[config.mk]
export PLATFORM = sky130hd
export DESIGN_NAME = sorted_list_engine
export DESIGN_NICKNAME = d
export VERILOG_FILES = /design/src/design/sle_pkg.sv /design/src/design/sorted_list_engine.sv /design/src/design/sle_datapath.sv /design/src/design/sle_ctrl.sv
export SDC_FILE = /design/constraint.sdc
export NUM_CORES = 2
export LEC_CHECK = 0
export BUFFER_PORTS_ARGS = -buffer_cell sky130_fd_sc_hd__buf_2
export CORE_ASPECT_RATIO = 0.8
export CORE_MARGIN = 2
export CORE_UTILIZATION = 33
export DETAILED_ROUTE_END_ITERATION = 10
export SLEW_MARGIN = 20
export SYNTH_ARGS = -nofsm -noshare
export SYNTH_HDL_FRONTEND = slang
export SYNTH_SLANG_ARGS = --single-unit
export TNS_END_PERCENT = 50
[constraint.sdc]
create_clock -name clock -period 5.88 [get_ports clock]
set_input_delay 0 -clock clock [delete_from_list [all_inputs] [get_ports clock]]
set_output_delay 0 -clock clock [all_outputs]
set_load 0.005 [all_outputs]
[src/design/sle_pkg.sv]
// ----------------------------------------------------------------------------
// sle_pkg
// Operation and status codes, and the command and status bundles that pass
// between the sorted list controller and its datapath.
// ----------------------------------------------------------------------------
`default_nettype none

package sle_pkg;

   // operation codes carried on req_op
   localparam logic [1:0] OP_INSERT  = 2'd0;
   localparam logic [1:0] OP_DEL_VAL = 2'd1;
   localparam logic [1:0] OP_DEL_POS = 2'd2;
   localparam logic [1:0] OP_DUMP    = 2'd3;

   // result status codes carried on rsp_status
   localparam logic [2:0] ST_OK        = 3'd0;
   localparam logic [2:0] ST_EMPTY     = 3'd1;
   localparam logic [2:0] ST_NOT_FOUND = 3'd2;
   localparam logic [2:0] ST_FULL      = 3'd3;
   localparam logic [2:0] ST_BAD_POS   = 3'd4;

   // controller to datapath
   typedef struct packed {
      logic apply;      // an item is accepted this cycle: carry out its operation
      logic dump_step;  // load the next dumped entry into the result register
   } dp_cmd_type;

   // datapath to controller
   typedef struct packed {
      logic count_zero; // store holds no entry
      logic dump_last;  // the entry at the dump index is the final one
   } dp_stat_type;

endpackage

`default_nettype wire

[src/design/sorted_list_engine.sv]
// ----------------------------------------------------------------------------
// sorted_list_engine
// Sorted store of up to DEPTH signed 32-bit values with insert, delete by
// value, delete by position and dump operations.
// ----------------------------------------------------------------------------
//  channel  | ports                                        | direction
//  ---------+----------------------------------------------+----------
//  req      | req_valid, req_ready, req_op, req_value,     | in
//           | req_position                                 |
//  rsp      | rsp_valid, rsp_ready, rsp_status,            | out
//           | rsp_item_value, rsp_last, rsp_entry_count    |
//
//  Inserts and deletes act on all cells at once: each compares its entry
//  to the incoming value, or its index to the position, and shifts in the
//  same edge. A dump streams one entry per cycle, unless rsp stalls, through
//  the shared read port of the cell row; no item is accepted meanwhile.
//  A result sits in an output register; the next item is taken in the same
//  cycle as the pending result is taken, so a stalled rsp side holds req.
//  Synchronous reset empties the store; entry contents are not cleared.
// ----------------------------------------------------------------------------
`default_nettype none

module sorted_list_engine #(
   parameter int DEPTH = 16
) (
   input  wire                clock,
   input  wire                reset,
   // request channel
   input  wire                req_valid,
   output logic               req_ready,
   input  wire  [1:0]         req_op,
   input  wire  signed [31:0] req_value,
   input  wire  [7:0]         req_position,
   // result channel
   output logic               rsp_valid,
   input  wire                rsp_ready,
   output logic [2:0]         rsp_status,
   output logic signed [31:0] rsp_item_value,
   output logic               rsp_last,
   output logic [4:0]         rsp_entry_count
);

   sle_pkg::dp_cmd_type  dp_cmd;
   sle_pkg::dp_stat_type dp_stat;

   // controller: hold the handshake, step the dump
   sle_ctrl u_ctrl (
      .clock     (clock),
      .reset     (reset),
      .req_valid (req_valid),
      .req_ready (req_ready),
      .req_op    (req_op),
      .rsp_valid (rsp_valid),
      .rsp_ready (rsp_ready),
      .cmd       (dp_cmd),
      .stat      (dp_stat)
   );

   // datapath: compare-and-shift cells, fill count and result register
   sle_datapath #(
      .DEPTH (DEPTH)
   ) u_datapath (
      .clock           (clock),
      .reset           (reset),
      .req_op          (req_op),
      .req_value       (req_value),
      .req_position    (req_position),
      .cmd             (dp_cmd),
      .stat            (dp_stat),
      .rsp_status      (rsp_status),
      .rsp_item_value  (rsp_item_value),
      .rsp_last        (rsp_last),
      .rsp_entry_count (rsp_entry_count)
   );

`ifndef SYNTH
   // an accepted single-result operation loads its result, marked last, into the output register
   a_single_result: assert property (@(posedge clock) disable iff (reset)
      (req_valid && req_ready && (req_op != sle_pkg::OP_DUMP))
      |=> (rsp_valid && rsp_last))
      else $error("single-result item did not produce a last result");

   // while a dump is still streaming no new item is taken
   a_dump_blocks: assert property (@(posedge clock) disable iff (reset)
      (rsp_valid && !rsp_last) |-> !req_ready)
      else $error("item accepted in the middle of a dump");

   // an empty status always reports an empty store
   a_empty_count: assert property (@(posedge clock) disable iff (reset)
      (rsp_valid && (rsp_status == sle_pkg::ST_EMPTY)) |-> (rsp_entry_count == 5'd0))
      else $error("empty status with non-zero entry count");

   // the controller never applies an item and steps a dump together
   a_cmd_exclusive: assert property (@(posedge clock) disable iff (reset)
      dp_cmd.dump_step |-> (!req_ready && !dp_cmd.apply))
      else $error("dump step overlaps an accepted item");
`endif

endmodule

`default_nettype wire

[src/design/sle_datapath.sv]
// ----------------------------------------------------------------------------
// sle_datapath
// Row of compare-and-shift cells holding the sorted entries, the fill count,
// the dump index and the result register.
// ----------------------------------------------------------------------------
`default_nettype none

module sle_datapath #(
   parameter int DEPTH = 16
) (
   input  wire                 clock,
   input  wire                 reset,
   input  wire  [1:0]          req_op,
   input  wire  signed [31:0]  req_value,
   input  wire  [7:0]          req_position,
   input  wire  sle_pkg::dp_cmd_type cmd,
   output sle_pkg::dp_stat_type stat,
   output logic [2:0]          rsp_status,
   output logic signed [31:0]  rsp_item_value,
   output logic                rsp_last,
   output logic [4:0]          rsp_entry_count
);

   localparam int IW = $clog2(DEPTH);
   localparam int CW = $clog2(DEPTH + 1);

   logic signed [31:0] entry_ff [DEPTH];
   logic signed [31:0] entry_in [DEPTH];
   logic [CW-1:0]      count_ff, count_in;
   logic [IW-1:0]      dump_idx_ff, dump_idx_in;

   logic [2:0]         status_ff, status_in;
   logic signed [31:0] value_ff, value_in;
   logic               last_ff, last_in;
   logic [4:0]         ecount_ff, ecount_in;

   logic [DEPTH-1:0]   lt, eq, pos_after, ins_first;
   logic               full, found, bad_pos, load_out;
   logic               do_ins, do_delv, do_delp;
   logic [IW-1:0]      rd_idx;
   logic signed [31:0] rd_data;

   assign full    = (count_ff == CW'(DEPTH));
   assign found   = |eq;
   assign bad_pos = (req_position == 8'd0) || (req_position > 8'(count_ff));

   // one shared read port: the dump index, or the position being removed
   assign rd_idx  = cmd.dump_step ? dump_idx_ff : IW'(req_position - 8'd1);
   assign rd_data = entry_ff[rd_idx];

   assign do_ins  = cmd.apply && (req_op == sle_pkg::OP_INSERT) && !full;
   assign do_delv = cmd.apply && (req_op == sle_pkg::OP_DEL_VAL) && found;
   assign do_delp = cmd.apply && (req_op == sle_pkg::OP_DEL_POS)
                    && (count_ff != '0) && !bad_pos;

   for (genvar i = 0; i < DEPTH; i++) begin : g_cell
      logic signed [31:0] prev_val, next_val;
      logic               in_use;

      assign in_use       = (CW'(i) < count_ff);
      assign lt[i]        = in_use && (entry_ff[i] < req_value);
      assign eq[i]        = in_use && (entry_ff[i] == req_value);
      assign pos_after[i] = (req_position <= 8'(i + 1));

      if (i == 0) begin : g_head
         assign prev_val     = req_value;
         assign ins_first[i] = 1'b1;
      end else begin : g_body
         assign prev_val     = entry_ff[i-1];
         assign ins_first[i] = lt[i-1];
      end

      if (i == DEPTH - 1) begin : g_tail
         assign next_val = entry_ff[i];
      end else begin : g_inner
         assign next_val = entry_ff[i+1];
      end

      // keep below the slot, take the new value at it, shift up or down past it
      assign entry_in[i] = (do_ins && !lt[i])  ? (ins_first[i] ? req_value : prev_val) :
                           ((do_delv && !lt[i]) || (do_delp && pos_after[i])) ? next_val :
                           entry_ff[i];
   end

   always_comb begin
      count_in    = count_ff;
      dump_idx_in = dump_idx_ff;
      status_in   = status_ff;
      value_in    = value_ff;
      last_in     = last_ff;
      load_out    = 1'b0;
      if (cmd.apply) begin
         dump_idx_in = '0;
         last_in     = 1'b1;
         load_out    = 1'b1;
         unique case (req_op)
            sle_pkg::OP_INSERT: begin
               value_in = req_value;
               if (full) begin
                  status_in = sle_pkg::ST_FULL;
               end else begin
                  status_in = sle_pkg::ST_OK;
                  count_in  = count_ff + 1'b1;
               end
            end
            sle_pkg::OP_DEL_VAL: begin
               value_in = req_value;
               if (count_ff == '0) begin
                  status_in = sle_pkg::ST_EMPTY;
               end else if (found) begin
                  status_in = sle_pkg::ST_OK;
                  count_in  = count_ff - 1'b1;
               end else begin
                  status_in = sle_pkg::ST_NOT_FOUND;
               end
            end
            sle_pkg::OP_DEL_POS: begin
               value_in = '0;
               if (count_ff == '0) begin
                  status_in = sle_pkg::ST_EMPTY;
               end else if (bad_pos) begin
                  status_in = sle_pkg::ST_BAD_POS;
               end else begin
                  status_in = sle_pkg::ST_OK;
                  value_in  = rd_data;
                  count_in  = count_ff - 1'b1;
               end
            end
            sle_pkg::OP_DUMP: begin
               // only an empty store gives a result straight away
               status_in = sle_pkg::ST_EMPTY;
               value_in  = '0;
               load_out  = (count_ff == '0);
            end
            default: begin
               load_out = 1'b0;
            end
         endcase
      end else if (cmd.dump_step) begin
         status_in   = sle_pkg::ST_OK;
         value_in    = rd_data;
         last_in     = stat.dump_last;
         load_out    = 1'b1;
         dump_idx_in = dump_idx_ff + 1'b1;
      end
      ecount_in = 5'(count_in);
   end

   always_ff @(posedge clock) begin
      if (reset) begin
         count_ff    <= '0;
         dump_idx_ff <= '0;
      end else begin
         count_ff    <= count_in;
         dump_idx_ff <= dump_idx_in;
      end
   end

   always_ff @(posedge clock) begin
      entry_ff <= entry_in;
      if (load_out) begin
         status_ff <= status_in;
         value_ff  <= value_in;
         last_ff   <= last_in;
         ecount_ff <= ecount_in;
      end
   end

   assign stat.count_zero = (count_ff == '0);
   assign stat.dump_last  = (dump_idx_ff == IW'(count_ff - 1'b1));

   assign rsp_status      = status_ff;
   assign rsp_item_value  = value_ff;
   assign rsp_last        = last_ff;
   assign rsp_entry_count = ecount_ff;

endmodule

`default_nettype wire

[src/design/sle_ctrl.sv]
// ----------------------------------------------------------------------------
// sle_ctrl
// Handshake controller: accepts items, sequences a dump one entry per cycle
// while the result side is not stalled, and owns the result valid flag.
// ----------------------------------------------------------------------------
`default_nettype none

module sle_ctrl (
   input  wire                  clock,
   input  wire                  reset,
   input  wire                  req_valid,
   output logic                 req_ready,
   input  wire  [1:0]           req_op,
   output logic                 rsp_valid,
   input  wire                  rsp_ready,
   output sle_pkg::dp_cmd_type  cmd,
   input  wire  sle_pkg::dp_stat_type stat
);

   localparam logic S_IDLE = 1'b0;
   localparam logic S_DUMP = 1'b1;

   logic state_ff, state_in;
   logic rsp_valid_ff, rsp_valid_in;
   logic slot_free, accept, start_dump, load;

   assign slot_free  = !rsp_valid_ff || rsp_ready;
   assign accept     = req_valid && slot_free && (state_ff == S_IDLE);
   assign start_dump = accept && (req_op == sle_pkg::OP_DUMP) && !stat.count_zero;

   always_comb begin
      state_in      = state_ff;
      req_ready     = 1'b0;
      cmd.apply     = 1'b0;
      cmd.dump_step = 1'b0;
      unique case (state_ff)
         S_IDLE: begin
            req_ready = slot_free;
            cmd.apply = accept;
            if (start_dump) begin
               state_in = S_DUMP;
            end
         end
         S_DUMP: begin
            cmd.dump_step = slot_free;
            if (slot_free && stat.dump_last) begin
               state_in = S_IDLE;
            end
         end
         default: begin
            state_in = S_IDLE;
         end
      endcase
   end

   assign load = (cmd.apply && !start_dump) || cmd.dump_step;

   always_comb begin
      rsp_valid_in = rsp_valid_ff;
      if (load) begin
         rsp_valid_in = 1'b1;
      end else if (rsp_ready) begin
         rsp_valid_in = 1'b0;
      end
   end

   always_ff @(posedge clock) begin
      if (reset) begin
         state_ff     <= S_IDLE;
         rsp_valid_ff <= 1'b0;
      end else begin
         state_ff     <= state_in;
         rsp_valid_ff <= rsp_valid_in;
      end
   end

   assign rsp_valid = rsp_valid_ff;

endmodule

`default_nettype wire
# ---- Yosys cells after proc, flatten, opt, wreduce, memory -nomap -nowiden
# Index checks and enable logic that the tools add are counted.
dict set report totals {
  register_bits 564
  in_bits 46
  out_inout_bits 43
}
dict set report op_classes {
  addsub 4
  magnitude_cmp 49
  eq_ne 21
  n_mux 81
  bitwise 2
  reduce_logical 155
}
# op n
set ops {}
lappend ops {{32-bit two-way mux} 51}
lappend ops {{32-bit equality test} 16}
lappend ops {{32-bit < comparator} 16}
lappend ops {{32-bit binary-select mux with 4-bit select} 1}
lappend ops {{32-bit one-hot mux with 3 select lines} 1}
lappend ops {{1-bit logical AND} 91}
lappend ops {{8-bit by 4-bit less-or-equal comparator with 1-bit output, second input constant} 8}
lappend ops {{4-bit by 5-bit < comparator with 1-bit output, first input constant} 8}
lappend ops {{2-bit nonzero test} 17}
lappend ops {{8-bit by 3-bit less-or-equal comparator with 1-bit output, second input constant} 4}
lappend ops {{5-bit two-way mux} 6}
lappend ops {{1-bit logical NOT} 21}
lappend ops {{3-bit by 5-bit < comparator with 1-bit output, first input constant} 4}
lappend ops {{1-bit logical OR} 18}
lappend ops {{8-bit by 2-bit less-or-equal comparator with 1-bit output, second input constant} 2}
lappend ops {{16-bit OR reduction} 1}
lappend ops {{3-bit two-way mux} 5}
lappend ops {{5-bit one-hot mux with 3 select lines} 1}
lappend ops {{3-bit one-hot mux with 4 select lines} 1}
lappend ops {{1-bit two-way mux} 11}
lappend ops {{1-bit by 5-bit < comparator with 1-bit output, first input constant} 2}
lappend ops {{2-bit by 5-bit < comparator with 1-bit output, first input constant} 2}
lappend ops {{8-bit by 5-bit > comparator with 1-bit output} 1}
lappend ops {{8-bit by 1-bit less-or-equal comparator with 1-bit output, second input constant} 1}
lappend ops {{20 further kinds} 23}

# ---- Depth between registers and ports, before layout
dict set report depth {
  word_depth 12
  ltp_mapped 13
  ltp_nobuf 10
}

# ---- Hierarchy
# Synthesis repeated with hierarchy kept, for this count alone.
dict set report hier_totals {
  cells_unflattened 4336
  hier_area_um2 44270.0
}
# mod instances cells_per_inst area_per_inst_um2 seq_area_each_um2
set by_module_without_submodules {}
lappend by_module_without_submodules {sle_datapath 1 4323 44138.6 16786.1}
lappend by_module_without_submodules {sle_ctrl 1 13 131.4 40.0}

# ---- Least setup slack after synthesis
# OpenSTA, ideal clock, no wires.
dict set report synth_path {
  path_type {register to register}
  from {register u_datapath.count_ff[4]}
  to {register u_datapath.entry_ff (netlist bit u_datapath.g_cell[0].next_val[0]), enable pin}
  setup_time_ns 0.472
  arrival_ns 5.067
  t_required_ns 5.408
  setup_slack_ns 0.341
  stages_incl_launch_ff 12
  period_less_slack_ns 5.539
  cell_sequence {dfxtp_1 clkbuf_1 inv_1 ha_1 or3_1 o21ai_1 and2_1 clkbuf_1 nand3_1 nor3_1 nand2b_1 o32ai_1}
}
dict set report synth_between {
  elab_chain_len 7
  elab_cells_between_ends 50
}
# element line_no
set synth_lines {}
lappend synth_lines {{start: declaration} sle_datapath.sv:29} ;# logic [CW-1:0] count_ff, count_in;
lappend synth_lines {{start signal: assignment} sle_datapath.sv:154} ;# count_ff <= count_in;
lappend synth_lines {{1-bit by 5-bit < comparator with 1-bit output (tied with other cells)} sle_datapath.sv:60} ;# assign in_use = (CW'(i) < count_ff);
lappend synth_lines {{1-bit logical AND / 1-bit logical OR (equally long branches)} {sle_datapath.sv:62, sle_datapath.sv:45}}
lappend synth_lines {{16-bit OR reduction / 1-bit logical NOT (equally long branches)} {sle_datapath.sv:44, sle_datapath.sv:54}}
lappend synth_lines {{1-bit logical AND (on tied branches)} {sle_datapath.sv:52, sle_datapath.sv:54}}
lappend synth_lines {{1-bit logical AND} sle_datapath.sv:81} ;# ((do_delv && !lt[i]) || (do_delp && pos_after[i])) ? next_val :
lappend synth_lines {{1-bit logical OR} sle_datapath.sv:81}
lappend synth_lines {{2-bit nonzero test (no line) (*)} n/a}
lappend synth_lines {{end signal: assignment} sle_datapath.sv:160} ;# entry_ff <= entry_in;
lappend synth_lines {{end: declaration} sle_datapath.sv:27} ;# logic signed [31:0] entry_ff [DEPTH];
# Mark *: on every way between the ends. The rest lies on a longest branch, timed or not.
# A chain may end at the register's enable or synchronous reset.

# ---- Worst setup path in the final report
dict set report layout_path {
  from {input req_value[31]}
  to {register u_datapath.entry_ff (netlist bit u_datapath.g_cell[11].prev_val[13]), enable pin}
}
dict set report layout_between {
  elab_chain_len 7
  elab_cells_between_ends 41
}
# element line_no
set layout_lines {}
lappend layout_lines {{start: declaration} sorted_list_engine.sv:32} ;# input wire signed [31:0] req_value,
lappend layout_lines {{parallel branches: the longest is 6 deep, another holds 32-bit < comparator} n/a}
lappend layout_lines {{2-bit nonzero test (no line) (*)} n/a}
# Every way passes the cells marked *.

==> impl_metrics.ini <==
[logic_synthesis]
yosysUniqueCellTypes = 80
synth_nets = 4893
synth_fa_ha_area_share_pct = 14.53
yosysSeqAreaShare_pct = 37.29
synth_top_area_cell = edfxtp_1
synth_xor_area_share_pct = 0.2329
netlist_area_um2 = 45120
synth_top_cell_area_share_pct = 36.80
synth_top_family_by_area = multiplexers
ys_warn_count = 0
ys_seq_elements = 564
synthMuxAreaShare_pct = 18.10
syn_area_per_cell_um2 = 10.44
syn_inst = 4323
synth_compound_area_share_pct = 16.05
synth_edf_count = 553
synthFlopType = edfxtp_1
yosys-top-cells-area = edfxtp_1 37%, ha_1 15%, a21oi_1 8.1%, mux2i_1 8.0%, mux4_2 6.4%
synth-simple-area-share_pct = 10.00
synthArstFlopShare_pct = 0

[clock_tree]
cts_tree = built
clk_latency_ns = 0.72
cts_root_buffer = clkbuf_16
clkTransAtPathRegs_ns = 0.06
clk_path_buf_depth = 3
htreeDepth = 3
clock_sinks = 564
cts_made_buffers = 72

[power]
total_power_uw = 12360
ir_worst_vdd_uv = 215.8
p_leak_uw = 0.02139
p_per_area_nw_per_um2 = 242.5

[placed_design]
io_buffer_count = 88
gp_congestion = 1.012
dp_hpwl_um = 150600
dpl_worst_slack_ns = 0.4827

[global_routing]
antenna_found_initial = 23
grt_max_degree = 109
first_global_vias = 36750
overflow = 0
grt_pass1_wl_um = 289400
grt.total_usage_pct = 29.01

[timing]
setup_viol = 0
slew_headroom_pct = 25.58
clock_skew_ns = 0.02524
fin_crit_sh_pct = 98.07
fin_ws_ns = 0.1134
fmax_mhz = 173.4
hold_viol = 0
min_period_ns = 5.767
drv_slew = 0
whs_ns = 0.04329
worstMarginPinSlew_ns = 1.105
rsz0062_at_grt = no
finalSetupTns_ns = 0

[drt]
drt_iter0_markers = 5936
drt-total-wl_um = 207900
vias = 39860
drc = 0
drtPass1Iterations = 8
antenna_left = 0
vias_per_cell = 6.435
wl_per_cell_um = 33.56

[floorplan]
fp.dieH_um = 334.7
dieArea_um2 = 139700
coreArea_um2 = 136000
ios = 89
die_w_um = 417.4
initial_utilization_pct = 33.19
num_rows = 121

[finish]
drive_gt1_share_pct = 15.17
area_growth_pct = 13.00
layout_common_cells = 729 x a21oi_1, 553 x edfxtp_1, 524 x ha_1
nets = 4920
layout_commonest_cell = a21oi_1
final_util_pct = 37.51

[setup_path]
critical_path_class = in2reg
timing.rr.start = u_datapath.count_ff[4]$_SDFF_PP0_
crit_arrival_ns = 6.12
path_max_fanout = 20
critPathCaptureType = register
rr_endpoint = u_datapath.g_cell[1].prev_val[17]$_DFFE_PP_
reg2reg_slack_ns = 0.64
reg2regPathDepth = 9
cp-start-kind = input pin
cp.required_ns = 6.23

[hold_path]
hold_class = in2reg
hold-path-endpoint = u_datapath.count_ff[4]$_SDFF_PP0_
min_from = req_position[7]
min_path_cells = 7

[run_status]
outcome = finished, final reports clean

[flow_run]
maxCapViolCount = 0
[cell type report]
class,count,area [µm²]
flip-flops and latches,564,16830
clock inverters,41,366.6
diodes,7,17.52
clock buffers,87,1922
repair buffers,273,2222
well taps,1783,2231
multi-input cells,3353,27080
inverters,86,322.8
fillers,13380,84960
[cell usage after synthesis (75+ instances only)]
cell / count
o21ai_0: 213
clkbuf_1: 230
inv_1: 86
nand4_1: 131
a21o_1: 82
ha_1: 524
mux4_2: 128
nand2_1: 325
edfxtp_1: 553
a21oi_1: 733
nor2_1: 190
mux2i_1: 362
a31oi_1: 75
[worst max path at each step]
stage	startpoint	to	slack [ns]	depth (start not counted)
finish	req_value[31]	u_datapath.g_cell[11].prev_val[13]$_DFFE_PP_	0.11	13
global route	req_value[31]	u_datapath.g_cell[11].prev_val[15]$_DFFE_PP_	0.19	13
CTS	req_value[31]	u_datapath.g_cell[11].prev_val[18]$_DFFE_PP_	0.55	13
detailed placement	req_value[31]	u_datapath.g_cell[11].prev_val[18]$_DFFE_PP_	0.48	12
global placement	req_value[31]	u_datapath.g_cell[7].next_val[17]$_DFFE_PP_	0.40	11
floorplan	u_datapath.count_ff[4]$_SDFF_PP0_	u_datapath.g_cell[0].next_val[0]$_DFFE_PP_	0.34	11
[layer usage]
layer | up-vias | wire length [µm] | GRT usage (%)
li1 | 16850 | - | -
met1 | 19800 | 90060 | 42.61
met2 | 2858 | 83150 | 39.78
met3 | 335 | 28520 | 9.860
met4 | 18 | 6067 | 8.211
met5 | - | 101 | 0
[through the flow]
stage               area [µm²]  cells
floorplan                45120   4323
CTS                      50950   6186
detailed placement       48270   6019
global placement         48250   6018
finish                   50990   6194
global route             50970   6187
[timing repair]
action | 4_1_cts | 5_1_grt
hold endpoints to repair | 457 | 0
hold buffers | 39 | 0
setup buffers | 0 | 0
resized for setup | 0 | 0
[kinds of logic (layout without fill, tap and decap cells)]
family | count (synthesis) | count (layout)
other cells | 0 | 7
simple gates | 923 | 923
fa+ha+maj | 524 | 524
xor+xnor | 12 | 12
flops | 564 | 564
compound gates | 1276 | 1276
buf+inv | 406 | 487
mux | 618 | 618
[worst max-delay path, cell delays in order]
cell	delay, ns
dlygate4sd3_1	0.66
buf_2	0.45
inv_1	0.52
ha_1	0.60
nand4_1	0.53
nor4_1	1.08
nand3_1	0.42
o2111ai_1	0.29
nor4_4	0.15
nor2_1	0.28
o21ai_4	0.32
o31ai_4	0.29
buf_4	0.42
[state kept, by name, summed over array words and instances (netlist names)]
| signal | flops |
|---|---|
| u_datapath.g_cell.next_val | 416 |
| u_datapath.g_cell.prev_val | 96 |
| u_datapath.rsp_item_value | 32 |
| u_datapath.count_ff | 5 |
| u_datapath.rsp_entry_count | 5 |
| u_datapath.dump_idx_ff | 4 |
| u_datapath.rsp_status | 3 |
| u_ctrl.rsp_valid | 1 |
| u_ctrl.state_ff | 1 |
| u_datapath.rsp_last | 1 |
[report_power, final]
group / internal [µW] / switching [µW] / total (µW)
clock: 2560 / 2010 / 4570
combinational: 1060 / 1890 / 2940
sequential: 4650 / 205 / 4860
total: 8260 / 4100 / 12400
No activity file was read; power rests on OpenSTA's default activity.
